File: src/rtl/lrq_pkg.sv
`timescale 1ns / 1ps
`default_nettype none

package lrq_pkg;

    // Fixed field widths of a request and of a result.
    localparam int REQ_W    = 2;
    localparam int SLOT_W   = 6;
    localparam int STATUS_W = 2;

    // Default size of the slot pool.
    localparam int SLOTS_DEFAULT = 64;

    // Request kinds.
    localparam logic [REQ_W-1:0] OP_APPEND = 2'd0;
    localparam logic [REQ_W-1:0] OP_REMOVE = 2'd1;
    localparam logic [REQ_W-1:0] OP_POP    = 2'd2;

    // Result status codes.
    localparam logic [STATUS_W-1:0] STAT_OK       = 2'd0;
    localparam logic [STATUS_W-1:0] STAT_DUP      = 2'd1;
    localparam logic [STATUS_W-1:0] STAT_NOTFOUND = 2'd2;
    localparam logic [STATUS_W-1:0] STAT_EMPTY    = 2'd3;

    // One result as it travels from the sequencer to the output register.
    typedef struct packed {
        logic [STATUS_W-1:0] status;
        logic [SLOT_W-1:0]   popped_id;
        logic                queue_empty;
    } result_t;

endpackage

`default_nettype wire

File: src/rtl/lrq_ram.sv
`timescale 1ns / 1ps
`default_nettype none

// Simple dual-port memory: one write port, one read port with registered data.
module lrq_ram #(
    parameter int DEPTH = lrq_pkg::SLOTS_DEFAULT,
    parameter int WIDTH = lrq_pkg::SLOT_W
) (
    input  wire logic                     clk,
    input  wire logic                     rd_en,
    input  wire logic [$clog2(DEPTH)-1:0] rd_addr,
    output logic      [WIDTH-1:0]         rd_data,
    input  wire logic                     wr_en,
    input  wire logic [$clog2(DEPTH)-1:0] wr_addr,
    input  wire logic [WIDTH-1:0]         wr_data
);

    logic [WIDTH-1:0] mem [DEPTH];

    always_ff @(posedge clk)
    begin
        if (wr_en)
        begin
            mem[wr_addr] <= wr_data;
        end
    end

    always_ff @(posedge clk)
    begin
        if (rd_en)
        begin
            rd_data <= mem[rd_addr];
        end
    end

endmodule

`default_nettype wire

File: src/rtl/lrq_seq.sv
`timescale 1ns / 1ps
`default_nettype none

// Request sequencer: holds head, tail and the non-empty flag, and drives the
// link and membership memories through read, modify and write-back steps.
module lrq_seq #(
    parameter int SLOTS = lrq_pkg::SLOTS_DEFAULT
) (
    input  wire logic                           clk,
    input  wire logic                           rst_n,
    input  wire logic                           in_valid,
    output logic                                in_ready,
    input  wire logic [lrq_pkg::REQ_W-1:0]      req_type,
    input  wire logic [lrq_pkg::SLOT_W-1:0]     slot_id,
    output logic                                res_valid,
    input  wire logic                           res_ready,
    output lrq_pkg::result_t                    res,
    output logic                                link_rd_en,
    output logic      [$clog2(SLOTS)-1:0]       link_rd_addr,
    input  wire logic [$clog2(SLOTS)-1:0]       link_rd_data,
    output logic                                link_wr_en,
    output logic      [$clog2(SLOTS)-1:0]       link_wr_addr,
    output logic      [$clog2(SLOTS)-1:0]       link_wr_data,
    output logic                                flag_rd_en,
    output logic      [$clog2(SLOTS)-1:0]       flag_rd_addr,
    input  wire logic [0:0]                     flag_rd_data,
    output logic                                flag_wr_en,
    output logic      [$clog2(SLOTS)-1:0]       flag_wr_addr,
    output logic      [0:0]                     flag_wr_data
);

    localparam int IDX_W  = $clog2(SLOTS);
    localparam int STEP_W = $clog2(SLOTS + 1);
    localparam int SW     = lrq_pkg::SLOT_W;

    localparam logic [2:0] S_CLEAR  = 3'd0;
    localparam logic [2:0] S_IDLE   = 3'd1;
    localparam logic [2:0] S_EXEC   = 3'd2;
    localparam logic [2:0] S_WALK   = 3'd3;
    localparam logic [2:0] S_SPLICE = 3'd4;
    localparam logic [2:0] S_RESP   = 3'd5;

    logic [2:0]                    state_reg,   state_next;
    logic [IDX_W-1:0]              head_reg,    head_next;
    logic [IDX_W-1:0]              tail_reg,    tail_next;
    logic                          has_reg,     has_next;
    logic [IDX_W-1:0]              clr_reg,     clr_next;
    logic [IDX_W-1:0]              cur_reg,     cur_next;
    logic [STEP_W-1:0]             steps_reg,   steps_next;
    logic [lrq_pkg::REQ_W-1:0]     op_reg,      op_next;
    logic [SW-1:0]                 slot_reg,    slot_next;
    logic [lrq_pkg::STATUS_W-1:0]  status_reg,  status_next;
    logic [SW-1:0]                 popped_reg,  popped_next;

    logic             in_ok;
    logic             s_ok;
    logic [IDX_W-1:0] s_idx;
    logic             nx_ok;

    assign in_ok = (32'(slot_id) < SLOTS);
    assign s_ok  = (32'(slot_reg) < SLOTS);
    assign s_idx = IDX_W'(slot_reg);
    assign nx_ok = (32'(link_rd_data) < SLOTS);

    assign in_ready  = (state_reg == S_IDLE);
    assign res_valid = (state_reg == S_RESP);

    always_comb
    begin
        res.status      = status_reg;
        res.popped_id   = popped_reg;
        res.queue_empty = ~has_reg;
    end

    always_comb
    begin
        state_next   = state_reg;
        head_next    = head_reg;
        tail_next    = tail_reg;
        has_next     = has_reg;
        clr_next     = clr_reg;
        cur_next     = cur_reg;
        steps_next   = steps_reg;
        op_next      = op_reg;
        slot_next    = slot_reg;
        status_next  = status_reg;
        popped_next  = popped_reg;

        link_rd_en   = 1'b0;
        link_rd_addr = head_reg;
        link_wr_en   = 1'b0;
        link_wr_addr = tail_reg;
        link_wr_data = s_idx;
        flag_rd_en   = 1'b0;
        flag_rd_addr = IDX_W'(slot_id);
        flag_wr_en   = 1'b0;
        flag_wr_addr = s_idx;
        flag_wr_data = 1'b0;

        case (state_reg)
            S_CLEAR:
            begin
                flag_wr_en   = 1'b1;
                flag_wr_addr = clr_reg;
                clr_next     = clr_reg + 1'b1;
                if (clr_reg == IDX_W'(SLOTS - 1))
                begin
                    state_next = S_IDLE;
                end
            end

            S_IDLE:
            begin
                if (in_valid)
                begin
                    op_next     = req_type;
                    slot_next   = slot_id;
                    popped_next = '0;
                    status_next = lrq_pkg::STAT_OK;
                    flag_rd_en  = in_ok;
                    link_rd_en  = 1'b1;
                    state_next  = S_EXEC;
                end
            end

            S_EXEC:
            begin
                state_next = S_RESP;
                case (op_reg)
                    lrq_pkg::OP_APPEND:
                    begin
                        if (!s_ok || flag_rd_data[0])
                        begin
                            status_next = lrq_pkg::STAT_DUP;
                        end
                        else
                        begin
                            flag_wr_en   = 1'b1;
                            flag_wr_data = 1'b1;
                            tail_next    = s_idx;
                            if (has_reg)
                            begin
                                link_wr_en = 1'b1;
                            end
                            else
                            begin
                                head_next = s_idx;
                                has_next  = 1'b1;
                            end
                        end
                    end

                    lrq_pkg::OP_REMOVE:
                    begin
                        if (!s_ok || !flag_rd_data[0] || !has_reg)
                        begin
                            status_next = lrq_pkg::STAT_NOTFOUND;
                        end
                        else if (s_idx == head_reg)
                        begin
                            flag_wr_en   = 1'b1;
                            flag_wr_addr = head_reg;
                            if (head_reg == tail_reg)
                            begin
                                has_next  = 1'b0;
                                head_next = '0;
                                tail_next = '0;
                            end
                            else
                            begin
                                head_next = link_rd_data;
                            end
                        end
                        else if (head_reg == tail_reg)
                        begin
                            status_next = lrq_pkg::STAT_NOTFOUND;
                        end
                        else
                        begin
                            // The link of the head is already in the read register.
                            cur_next   = head_reg;
                            steps_next = '0;
                            state_next = S_WALK;
                        end
                    end

                    lrq_pkg::OP_POP:
                    begin
                        if (has_reg)
                        begin
                            popped_next  = SW'(head_reg);
                            flag_wr_en   = 1'b1;
                            flag_wr_addr = head_reg;
                            if (head_reg == tail_reg)
                            begin
                                has_next  = 1'b0;
                                head_next = '0;
                                tail_next = '0;
                            end
                            else
                            begin
                                head_next = link_rd_data;
                            end
                        end
                        else
                        begin
                            status_next = lrq_pkg::STAT_EMPTY;
                        end
                    end

                    default:
                    begin
                        status_next = lrq_pkg::STAT_OK;
                    end
                endcase
            end

            S_WALK:
            begin
                // The read register holds the successor of cur_reg.
                if (!nx_ok)
                begin
                    status_next = lrq_pkg::STAT_NOTFOUND;
                    state_next  = S_RESP;
                end
                else if (link_rd_data == s_idx)
                begin
                    if (s_idx == tail_reg)
                    begin
                        tail_next  = cur_reg;
                        flag_wr_en = 1'b1;
                        state_next = S_RESP;
                    end
                    else
                    begin
                        link_rd_en   = 1'b1;
                        link_rd_addr = s_idx;
                        state_next   = S_SPLICE;
                    end
                end
                else
                begin
                    cur_next   = link_rd_data;
                    steps_next = steps_reg + 1'b1;
                    if ((32'(steps_reg) + 32'd1 < SLOTS) && (link_rd_data != tail_reg))
                    begin
                        link_rd_en   = 1'b1;
                        link_rd_addr = link_rd_data;
                    end
                    else
                    begin
                        status_next = lrq_pkg::STAT_NOTFOUND;
                        state_next  = S_RESP;
                    end
                end
            end

            S_SPLICE:
            begin
                link_wr_en   = 1'b1;
                link_wr_addr = cur_reg;
                link_wr_data = link_rd_data;
                flag_wr_en   = 1'b1;
                state_next   = S_RESP;
            end

            S_RESP:
            begin
                if (res_ready)
                begin
                    state_next = S_IDLE;
                end
            end

            default:
            begin
                state_next = S_IDLE;
            end
        endcase
    end

    always_ff @(posedge clk or negedge rst_n)
    begin
        if (!rst_n)
        begin
            state_reg <= S_CLEAR;
            head_reg  <= '0;
            tail_reg  <= '0;
            has_reg   <= 1'b0;
            clr_reg   <= '0;
        end
        else
        begin
            state_reg <= state_next;
            head_reg  <= head_next;
            tail_reg  <= tail_next;
            has_reg   <= has_next;
            clr_reg   <= clr_next;
        end
    end

    always_ff @(posedge clk)
    begin
        cur_reg    <= cur_next;
        steps_reg  <= steps_next;
        op_reg     <= op_next;
        slot_reg   <= slot_next;
        status_reg <= status_next;
        popped_reg <= popped_next;
    end

endmodule

`default_nettype wire

File: src/rtl/linked_request_queue.sv
`timescale 1ns / 1ps
`default_nettype none

// Channel  Dir  tdata                                   tuser
// s_*      in   [5:0] slot_id, [7:6] zero               [1:0] req_type
// m_*      out  [5:0] popped_id, [6] queue_empty, [7] 0 [1:0] status
//
// A simple request (append, pop, head removal, unused kind) passes through
// the EXEC and RESP states to the output register; the next request is
// taken once the sequencer is back in IDLE. Removing a slot behind the head
// walks the links from the head in WALK, plus SPLICE if it is not the tail.
// After reset the membership memory is swept clear with the input closed.
// Only a second finished result stalls behind one in the output register.
module linked_request_queue #(
    parameter int SLOTS = lrq_pkg::SLOTS_DEFAULT
) (
    input  wire logic       clk,
    input  wire logic       rst_n,
    input  wire logic       s_tvalid,
    output logic            s_tready,
    input  wire logic [7:0] s_tdata,   // [5:0] slot_id, [7:6] zero
    input  wire logic [1:0] s_tuser,   // [1:0] req_type
    output logic            m_tvalid,
    input  wire logic       m_tready,
    output logic      [7:0] m_tdata,   // [5:0] popped_id, [6] queue_empty, [7] zero
    output logic      [1:0] m_tuser    // [1:0] status
);

    localparam int IDX_W = $clog2(SLOTS);

    // Sequencer to result register.
    logic             res_valid;
    logic             res_ready;
    lrq_pkg::result_t res;

    // Link memory ports.
    logic             link_rd_en;
    logic [IDX_W-1:0] link_rd_addr;
    logic [IDX_W-1:0] link_rd_data;
    logic             link_wr_en;
    logic [IDX_W-1:0] link_wr_addr;
    logic [IDX_W-1:0] link_wr_data;

    // Membership memory ports.
    logic             flag_rd_en;
    logic [IDX_W-1:0] flag_rd_addr;
    logic [0:0]       flag_rd_data;
    logic             flag_wr_en;
    logic [IDX_W-1:0] flag_wr_addr;
    logic [0:0]       flag_wr_data;

    // Output register.
    logic             out_valid_reg, out_valid_next;
    lrq_pkg::result_t out_res_reg,   out_res_next;

    lrq_seq #(
        .SLOTS (SLOTS)
    ) u_seq (
        .clk          (clk),
        .rst_n        (rst_n),
        .in_valid     (s_tvalid),
        .in_ready     (s_tready),
        .req_type     (s_tuser),
        .slot_id      (s_tdata[5:0]),
        .res_valid    (res_valid),
        .res_ready    (res_ready),
        .res          (res),
        .link_rd_en   (link_rd_en),
        .link_rd_addr (link_rd_addr),
        .link_rd_data (link_rd_data),
        .link_wr_en   (link_wr_en),
        .link_wr_addr (link_wr_addr),
        .link_wr_data (link_wr_data),
        .flag_rd_en   (flag_rd_en),
        .flag_rd_addr (flag_rd_addr),
        .flag_rd_data (flag_rd_data),
        .flag_wr_en   (flag_wr_en),
        .flag_wr_addr (flag_wr_addr),
        .flag_wr_data (flag_wr_data)
    );

    // Successor of each queued slot; unwritten entries may be read, but their data is not used.
    lrq_ram #(
        .DEPTH (SLOTS),
        .WIDTH (IDX_W)
    ) u_link_ram (
        .clk     (clk),
        .rd_en   (link_rd_en),
        .rd_addr (link_rd_addr),
        .rd_data (link_rd_data),
        .wr_en   (link_wr_en),
        .wr_addr (link_wr_addr),
        .wr_data (link_wr_data)
    );

    // One membership bit per slot, cleared by the sweep after reset.
    lrq_ram #(
        .DEPTH (SLOTS),
        .WIDTH (1)
    ) u_flag_ram (
        .clk     (clk),
        .rd_en   (flag_rd_en),
        .rd_addr (flag_rd_addr),
        .rd_data (flag_rd_data),
        .wr_en   (flag_wr_en),
        .wr_addr (flag_wr_addr),
        .wr_data (flag_wr_data)
    );

    // The result register takes a new result whenever it is empty or being
    // emptied in the same cycle.
    assign res_ready = !out_valid_reg || m_tready;

    always_comb
    begin
        out_valid_next = out_valid_reg;
        out_res_next   = out_res_reg;
        if (res_valid && res_ready)
        begin
            out_valid_next = 1'b1;
            out_res_next   = res;
        end
        else if (m_tready)
        begin
            out_valid_next = 1'b0;
        end
    end

    always_ff @(posedge clk or negedge rst_n)
    begin
        if (!rst_n)
        begin
            out_valid_reg <= 1'b0;
        end
        else
        begin
            out_valid_reg <= out_valid_next;
        end
    end

    always_ff @(posedge clk)
    begin
        out_res_reg <= out_res_next;
    end

    assign m_tvalid = out_valid_reg;
    assign m_tdata  = {1'b0, out_res_reg.queue_empty, out_res_reg.popped_id};
    assign m_tuser  = out_res_reg.status;

    // A request is never taken while the sequencer still holds a result.
    a_no_accept_while_busy: assert property (
        @(posedge clk) disable iff (!rst_n)
        res_valid |-> !s_tready
    ) else $error("request accepted while a result is pending");

    // Only one request is in flight: acceptance closes the input at once.
    a_one_in_flight: assert property (
        @(posedge clk) disable iff (!rst_n)
        (s_tvalid && s_tready) |=> !s_tready
    ) else $error("input stayed open after a request was accepted");

    // A slot number is only reported with a successful pop.
    a_popped_only_ok: assert property (
        @(posedge clk) disable iff (!rst_n)
        (m_tvalid && (m_tuser != lrq_pkg::STAT_OK)) |-> (m_tdata[5:0] == 6'd0)
    ) else $error("slot number reported with a failing status");

    // A pop that found nothing must also report an empty queue.
    a_empty_consistent: assert property (
        @(posedge clk) disable iff (!rst_n)
        (m_tvalid && (m_tuser == lrq_pkg::STAT_EMPTY)) |-> m_tdata[6]
    ) else $error("empty status with a non-empty queue");

endmodule

`default_nettype wire
File: config.mk
export PLATFORM = sky130hd
export DESIGN_NAME = linked_request_queue
export DESIGN_NICKNAME = d
export VERILOG_FILES = /design/src/rtl/lrq_pkg.sv /design/src/rtl/lrq_ram.sv /design/src/rtl/lrq_seq.sv /design/src/rtl/linked_request_queue.sv
export SDC_FILE = /design/constraint.sdc
export NUM_CORES = 1
export LEC_CHECK = 0
export ABC_AREA = 1
export ABC_CLOCK_PERIOD_IN_PS = 4950
export BUFFER_PORTS_ARGS = -buffer_cell sky130_fd_sc_hd__buf_4
export CAP_MARGIN = 25
export CORE_ASPECT_RATIO = 0.6
export CORE_MARGIN = 5
export CORE_UTILIZATION = 63
export DETAILED_ROUTE_END_ITERATION = 12
export HOLD_SLACK_MARGIN = 0.08
export PLACE_DENSITY = 0.82
export SLEW_MARGIN = 25
export SYNTH_ARGS = -nofsm -noshare
export SYNTH_HDL_FRONTEND = slang
export SYNTH_SLANG_ARGS = --single-unit
File: constraint.sdc
create_clock -name clk -period 4.95 [get_ports clk]
set_input_delay 0 -clock clk [delete_from_list [all_inputs] [get_ports clk]]
set_output_delay 0 -clock clk [all_outputs]
set_load 0.01 [all_outputs]
; ---- Word level (Yosys, flattened, before mapping)
; Memories as Yosys holds them, arrays and structs flattened. A register that Yosys moved wholly into a read port is not among the register bits.
; Index checks and enable logic that the tools add are counted.
[totals]
memories = 2
output_inout_bits = 12
ff_bits = 61
mem_bits_rw = 448
in_bits = 14
[op_classes]
magnitude_cmp = 1
n_bitwise = 1
muxes = 95
add_sub_neg = 3
eq_ne = 41
reduce_logical = 23
[memory_table]
columns = name, depth, width, read_ports, rd_clocked_by_memory_dff, wr, line
row1 = u_link_ram.mem, 64, 6, 1, 1, 1, lrq_ram.sv:18  ; logic [WIDTH-1:0] mem [DEPTH];
row2 = u_flag_ram.mem, 64, 1, 1, 1, 1, lrq_ram.sv:18
[op_table]
columns = cell, count
row1 = $mux W6, 29
row2 = $pmux W6 S2, 5
row3 = $pmux W6 S3, 2
row4 = $mux W7, 5
row5 = $lt A32 B7 Y1 const B, 1
row6 = $mux W1, 28
row7 = $mux W3, 9
row8 = $eq A6 B6 Y1, 4
row9 = $ne A2 B1 Y1 const B, 9
row10 = $ne A2 B2 Y1 const B, 9
row11 = $pmux W3 S6, 1
row12 = $reduce_and A6 Y1, 3
row13 = $mux W2, 8
row14 = $reduce_and A8 Y1, 2
row15 = $pmux W7 S2, 1
row16 = $ne A3 B2 Y1 const B, 4
row17 = $pmux W2 S3, 2
row18 = $ne A3 B3 Y1 const B, 3
row19 = $pmux W1 S3, 3
row20 = $add A7 B1 Y8 const B, 1
row21 = $ne A4 B3 Y1 const B, 2
row22 = $reduce_and A4 Y1, 2
row23 = $add A7 B1 Y7 const B, 1
row24 = $add A6 B1 Y6 const B, 1
row25 = other kinds (19), 29

; ---- Logic depth before layout (Yosys ltp)
[depth]
word_depth = 7
depth_mapped = 22
ltp_nobuf = 20

; ---- Hierarchy
; From an unflattened synthesis, not the netlist that was laid out.
[unflattened]
cells_unflattened = 2244
hier_area_um2 = 23135.9
[by_module_without_submodules]
columns = mod, instances, area_each_um2, cells_per_inst, seq_area_each_um2
row1 = lrq_ram (u_link_ram), 1, 15990.3, 1376, 11711.2
row2 = lrq_seq, 1, 3743.6, 527, 1421.4
row3 = lrq_ram (u_flag_ram), 1, 3075.4, 324, 1951.9
row4 = linked_request_queue, 1, 326.6, 17, 295.3

; ---- Worst setup path after synthesis
; OpenSTA, ideal clock, no wires.
[synth_timing]
path_type = register -> register
start = register u_seq.state_reg[1]
end = memory u_link_ram.mem[0][0] (netlist name), data pin
path_slack_ps = 889
t_arrival_ps = 3359
path_stages_with_launch = 6
required_ps = 4248
n_path_buf = 1
setup_ps = 702
path_cell_list = dfrtp_1 -> nor2_1 -> inv_1 -> nor2_4 -> clkbuf_1 -> o21ai_0
[synth_between]
elab_chain_len = 2
[synth_lines]
columns = element, line
row1 = from (decl), lrq_seq.sv:43  ; logic [2:0] state_reg, state_next;
row2 = from (signal assigned), lrq_seq.sv:294  ; state_reg <= state_next;
row3 = $eq A3 B3 Y1, lrq_seq.sv:100  ; case (state_reg)
row4 = $mux W6, lrq_seq.sv:100
row5 = net link_wr_data[0], linked_request_queue.sv:42  ; logic [IDX_W-1:0] link_wr_data;
row6 = to (decl), lrq_ram.sv:18
; The timed path passes the listed nets, and every way through them passes these cells.

; ---- Final worst setup path
[layout_timing]
start = register u_seq.tail_reg[4]
end = register u_link_ram.rd_data[1] (read register of u_link_ram.mem), data pin
[layout_between]
elab_chain_len = 5
[layout_lines]
columns = element, line
row1 = from (decl), lrq_seq.sv:45  ; logic [IDX_W-1:0] tail_reg, tail_next;
row2 = from (signal assigned), lrq_seq.sv:296  ; tail_reg <= tail_next;
row3 = $ne A6 B6 Y1, lrq_seq.sv:245  ; if ((32'(steps_reg) + 32'd1 < SLOTS) && (link_rd_data != tail_reg))
row4 = $logic_and A1 B1 Y1, lrq_seq.sv:245
row5 = $mux W1 / $mux W6 (equally long branches), lrq_seq.sv:245
row6 = $mux W1 / $mux W6 (equally long branches), lrq_seq.sv:226  ; else if (link_rd_data == s_idx)
row7 = $pmux W1 S2 / $mux W6 (equally long branches), lrq_seq.sv:100
row8 = to (decl), lrq_ram.sv:12  ; output logic [WIDTH-1:0] rd_data,
; Parallel ways exist; a longest one is shown, timed or not.
; A chain may end at the register's enable or synchronous reset.

==> impl_summary.txt <==
----------------------------------------------------
[Clock network]
  Hold-fix buffers, CTS ... 13
  Clock-pin slew on the worst setup and hold paths ... 0.06 ns
  CTS sink cnt ... 516
  Clock buffers created by TritonCTS ... 45
  Root buf cell ... sky130_fd_sc_hd__clkbuf_16
  # Post-CTS Setup Buffers ... 0
  Number of levels in the clock H-tree ... 2
  Clock buffer depth ... 3
  TritonCTS clock tree ... yes
  Insertion delay to the later sink of the worst-skew pair ... 0.58 ns
  Post-cts sizing count ... 0

[Layout]
  Final net count ... 2,384
  Flip-flop count of the largest register after layout ... 384
  Fraction of final layout cells with drive strength greater than 1 ... 0.0679
  Antenna diode instance count ... 0
  Largest registers ... u_link_ram.mem (384), u_flag_ram.mem (64)
  Most flops, register ... u_link_ram.mem
  Synthesis-to-layout area growth ... 9.32%

[Synth]
  Leading cell types by count after synthesis ... 508 x sky130_fd_sc_hd__nand2_1, 493 x sky130_fd_sc_hd__edfxtp_1, 435 x sky130_fd_sc_hd__nand3_1
  Proportion of netlist area held by the largest area contributor ... 0.616
  Main flop type after synthesis ... sky130_fd_sc_hd__edfxtp_1
  Post-synthesis net count ... 2,394
  Part of the Yosys area used for sequential elements ... 0.640
  Number of cells produced by synthesis ... 2,374
  Synth Register Bits ... 516
  Top cell type by total area after synthesis ... sky130_fd_sc_hd__edfxtp_1
  Post-Syn Area ... 24,000 um2
  Top-count cell post-synth ... sky130_fd_sc_hd__nand2_1
  Post-synth ARST share ... 0.0446
  Post-Synthesis Mean Instance Area ... 10.1 um2
  Largest cells by area after synthesis ... sky130_fd_sc_hd__edfxtp_1 62%, sky130_fd_sc_hd__nand3_1 9.1%, sky130_fd_sc_hd__nand2_1 7.9%
  Total number of yosys warnings ... 0
  Distinct cells, synth ... 51
  Number of flops mapped to enable cells by yosys ... 493

[STA]
  Tmin final ... 4.00 ns
  Clock skew after layout ... 0.0258 ns
  Count of endpoints failing hold in the final timing report ... 0
  Tcrit/Tclk final ... 0.808
  Final setup violation count ... 0
  Setup TNS ... 0 ns
  Worst slew margin relative to its limit ... 0.332
  Fmax ... 250 MHz
  Worst Tran Pin Value ... 0.998 ns
  Final worst hold slack ... 0.152 ns
  Final Max Slew Viols ... 0
  Setup repair after global routing missed its margin ... no

[Worst setup path]
  Critical R2R Capture ... u_link_ram.rd_data[1]$_DFFE_PP_
  Number of cell instances on the worst register-to-register path ... 18
  Critical Path Sink Type ... flip-flop
  Req. time, crit path ... 5.25 ns
  Element type at the critical path start ... flip-flop
  Start point of the critical path ... u_seq.tail_reg[4]$_DFFE_PN0P_
  Critical path peak fanout ... 132
  Worst Setup Path Type ... flip-flop to flip-flop
  Flop2flop setup slack ... 0.95 ns
  Crit path to ... u_link_ram.rd_data[1]$_DFFE_PP_
  WP data arrival ... 4.30 ns
  Critical R2R Launch ... u_seq.tail_reg[4]$_DFFE_PN0P_

[Detailed routing]
  Number of design rule violations left after detail routing ... 0
  Average detailed-routed wire length per instance ... 20.6 um
  Drt pass-1 iters ... 6
  Vias post-DR ... 17,800
  Iteration-0 DRC Markers ... 2,937
  Routed wire length ... 60,000 um
  Via density per instance ... 6.10
  DRT antenna net count ... 0

[Hold path]
  Class of the most critical hold timing path ... primary input to flip-flop

[Die]
  Die extent in y ... 161 um
  Placeable Area ... 37,600 um2
  Die area ... 42,300 um2
  X dimension of the die ... 262 um
  Number of ports placed on the die boundary ... 26
  Count of standard-cell rows ... 55
  Starting density of the core ... 0.638

[Global route]
  Pin count of the biggest net entering global routing ... 133
  GRT Util Overall ... 0.284
  Wire length of the first global-routing pass ... 93,300 um
  Number of antenna violations at the first check in global routing ... 0
  Number of global-route vias before repair ... 16,600
  Gr ovfl total ... 0

[Placed design]
  HPWL after detailed placement ... 37,100 um
  Routability Congestion ... 0.972
  Count of input and output buffers ... 22

[Run status]
  Status ... finished, final reports clean

[Power and ir drop]
  Cell Pwr Density ... 623 nW/um2
  Static Leakage ... 10.1 nW
  VDD IR max ... 0.000476 V

[Job]
  Number of maximum-capacitance violations ... 0

----------------------------------------------------
## kinds of logic (layout without fill, tap and decap cells)
family                   after synthesis  after routing  synth area share
AO/OA/AOI/OAI                        174            174            0.0442
XOR/XNOR                              14             14           0.00510
adder cells (fa/ha/maj)                6              6           0.00312
buffers and inverters                376            402            0.0675
flip-flops                           516            516             0.640
other                                  1              1          0.000156
AND/OR/NAND/NOR                     1287           1287             0.240
## metal layers
metal | GRT usage | share of wire | wire length (um)
met1 | 0.432 | 0.40 | 24300
met3 | 0.0969 | 0.15 | 9020
met4 | 0.0525 | 0.018 | 1090
met5 | 0 | 0 | 0
met2 | 0.406 | 0.43 | 25700
## worst max-delay path, stage by stage (launching register included)
cell and delay [ns]:
sky130_fd_sc_hd__dfrtp_1 0.47, sky130_fd_sc_hd__inv_2 0.10, sky130_fd_sc_hd__nand2_1 0.07, sky130_fd_sc_hd__nand2_1 0.05
sky130_fd_sc_hd__nor2_1 0.23, sky130_fd_sc_hd__nand3_1 0.21, sky130_fd_sc_hd__nand2_2 0.27, sky130_fd_sc_hd__nand2_1 0.09
sky130_fd_sc_hd__nand3_1 0.07, sky130_fd_sc_hd__nand2_1 0.13, sky130_fd_sc_hd__nand2_8 0.35, sky130_fd_sc_hd__buf_12 0.47
sky130_fd_sc_hd__nand3_1 0.15, sky130_fd_sc_hd__nand3_1 0.14, sky130_fd_sc_hd__nand3_1 0.15, sky130_fd_sc_hd__nand3_1 0.14
sky130_fd_sc_hd__nand3_1 0.22, sky130_fd_sc_hd__nand3_1 0.15, sky130_fd_sc_hd__nand2_1 0.09
## per-stage QoR
step / total power, mW / std cells / worst slack [ns] / utilization / area [um2]
2_1_floorplan: 10.5 / 2374 / 0.889 / - / 24000
3_3_place_gp: 12.3 / 2817 / 1.22 / 0.654 / 24600
3_5_place_dp: 12.5 / 2817 / 1.16 / 0.654 / 24600
4_1_cts: 16.1 / 2913 / 1.14 / 0.698 / 26300
5_1_grt: 17.2 / 2913 / 0.763 / 0.698 / 26300
6_report: 16.4 / 2913 / 0.951 / 0.698 / 26300
## worst min-delay path by stage
| stage | slack (ns) | cells after the start | end | startpoint |
|---|---|---|---|---|
| floorplan | -0.30 | 0 | m_tvalid$_DFFE_PN0P_ | rst_n |
| global placement | -0.07 | 1 | u_seq.has_reg$_DFFE_PN0P_ | rst_n |
| detailed placement | -0.06 | 1 | u_seq.has_reg$_DFFE_PN0P_ | rst_n |
| CTS | 0.14 | 2 | u_seq.op_reg[1]$_DFFE_PP_ | s_tuser[1] |
| global route | 0.16 | 2 | u_seq.op_reg[1]$_DFFE_PP_ | s_tuser[1] |
| finish | 0.15 | 2 | u_seq.op_reg[1]$_DFFE_PP_ | s_tuser[1] |
## layout make-up
class | count | area (um2)
Timing Repair Buffer | 68 | 616
Fill cell | 2564 | 11400
Clock inverter | 25 | 332
Multi-Input combinational cell | 1482 | 7150
Clock buffer | 58 | 1200
Tap cell | 513 | 642
Inverter | 251 | 952
Sequential cell | 516 | 15400
## report_power, final
| group | internal (mW) | total [mW] | switching, mW |
|---|---|---|---|
| registers | 5.40 | 5.65 | 0.252 |
| logic | 1.90 | 7.01 | 5.11 |
| clock network | 2.13 | 3.69 | 1.56 |
## placed cells by master (no fill, tap or decap), types with 4 or more instances in the layout
master / netlist / routed
sky130_fd_sc_hd__a21oi_1: 19 / 19
sky130_fd_sc_hd__xnor2_1: 5 / 5
sky130_fd_sc_hd__ha_1: 6 / 6
sky130_fd_sc_hd__dfrtp_1: 23 / 23
sky130_fd_sc_hd__edfxtp_1: 493 / 493
sky130_fd_sc_hd__buf_4: 17 / 50
sky130_fd_sc_hd__nand3_1: 435 / 435
sky130_fd_sc_hd__bufinv_16: 0 / 8
sky130_fd_sc_hd__clkbuf_16: 0 / 46
sky130_fd_sc_hd__o21ai_1: 5 / 6
sky130_fd_sc_hd__o21ai_0: 80 / 73
sky130_fd_sc_hd__nor3_1: 12 / 12
sky130_fd_sc_hd__clkinv_2: 0 / 6
sky130_fd_sc_hd__clkinv_1: 2 / 10
sky130_fd_sc_hd__nand3b_1: 72 / 72
sky130_fd_sc_hd__a221oi_1: 4 / 4
sky130_fd_sc_hd__inv_1: 238 / 237
sky130_fd_sc_hd__inv_2: 10 / 10
sky130_fd_sc_hd__clkbuf_1: 37 / 12
sky130_fd_sc_hd__o21ai_4: 1 / 8
sky130_fd_sc_hd__buf_12: 0 / 6
sky130_fd_sc_hd__nand2_2: 7 / 5
sky130_fd_sc_hd__nor2_4: 4 / 5
sky130_fd_sc_hd__nor2_1: 233 / 232
sky130_fd_sc_hd__o22ai_1: 33 / 33
sky130_fd_sc_hd__nand4_1: 7 / 7
sky130_fd_sc_hd__nand2_1: 508 / 508
sky130_fd_sc_hd__a211oi_1: 4 / 4
sky130_fd_sc_hd__o221ai_1: 5 / 5
sky130_fd_sc_hd__o31ai_1: 5 / 5
sky130_fd_sc_hd__xor2_1: 9 / 9
sky130_fd_sc_hd__dlygate4sd3_1: 0 / 12
(Power assumes the default switching activity.)
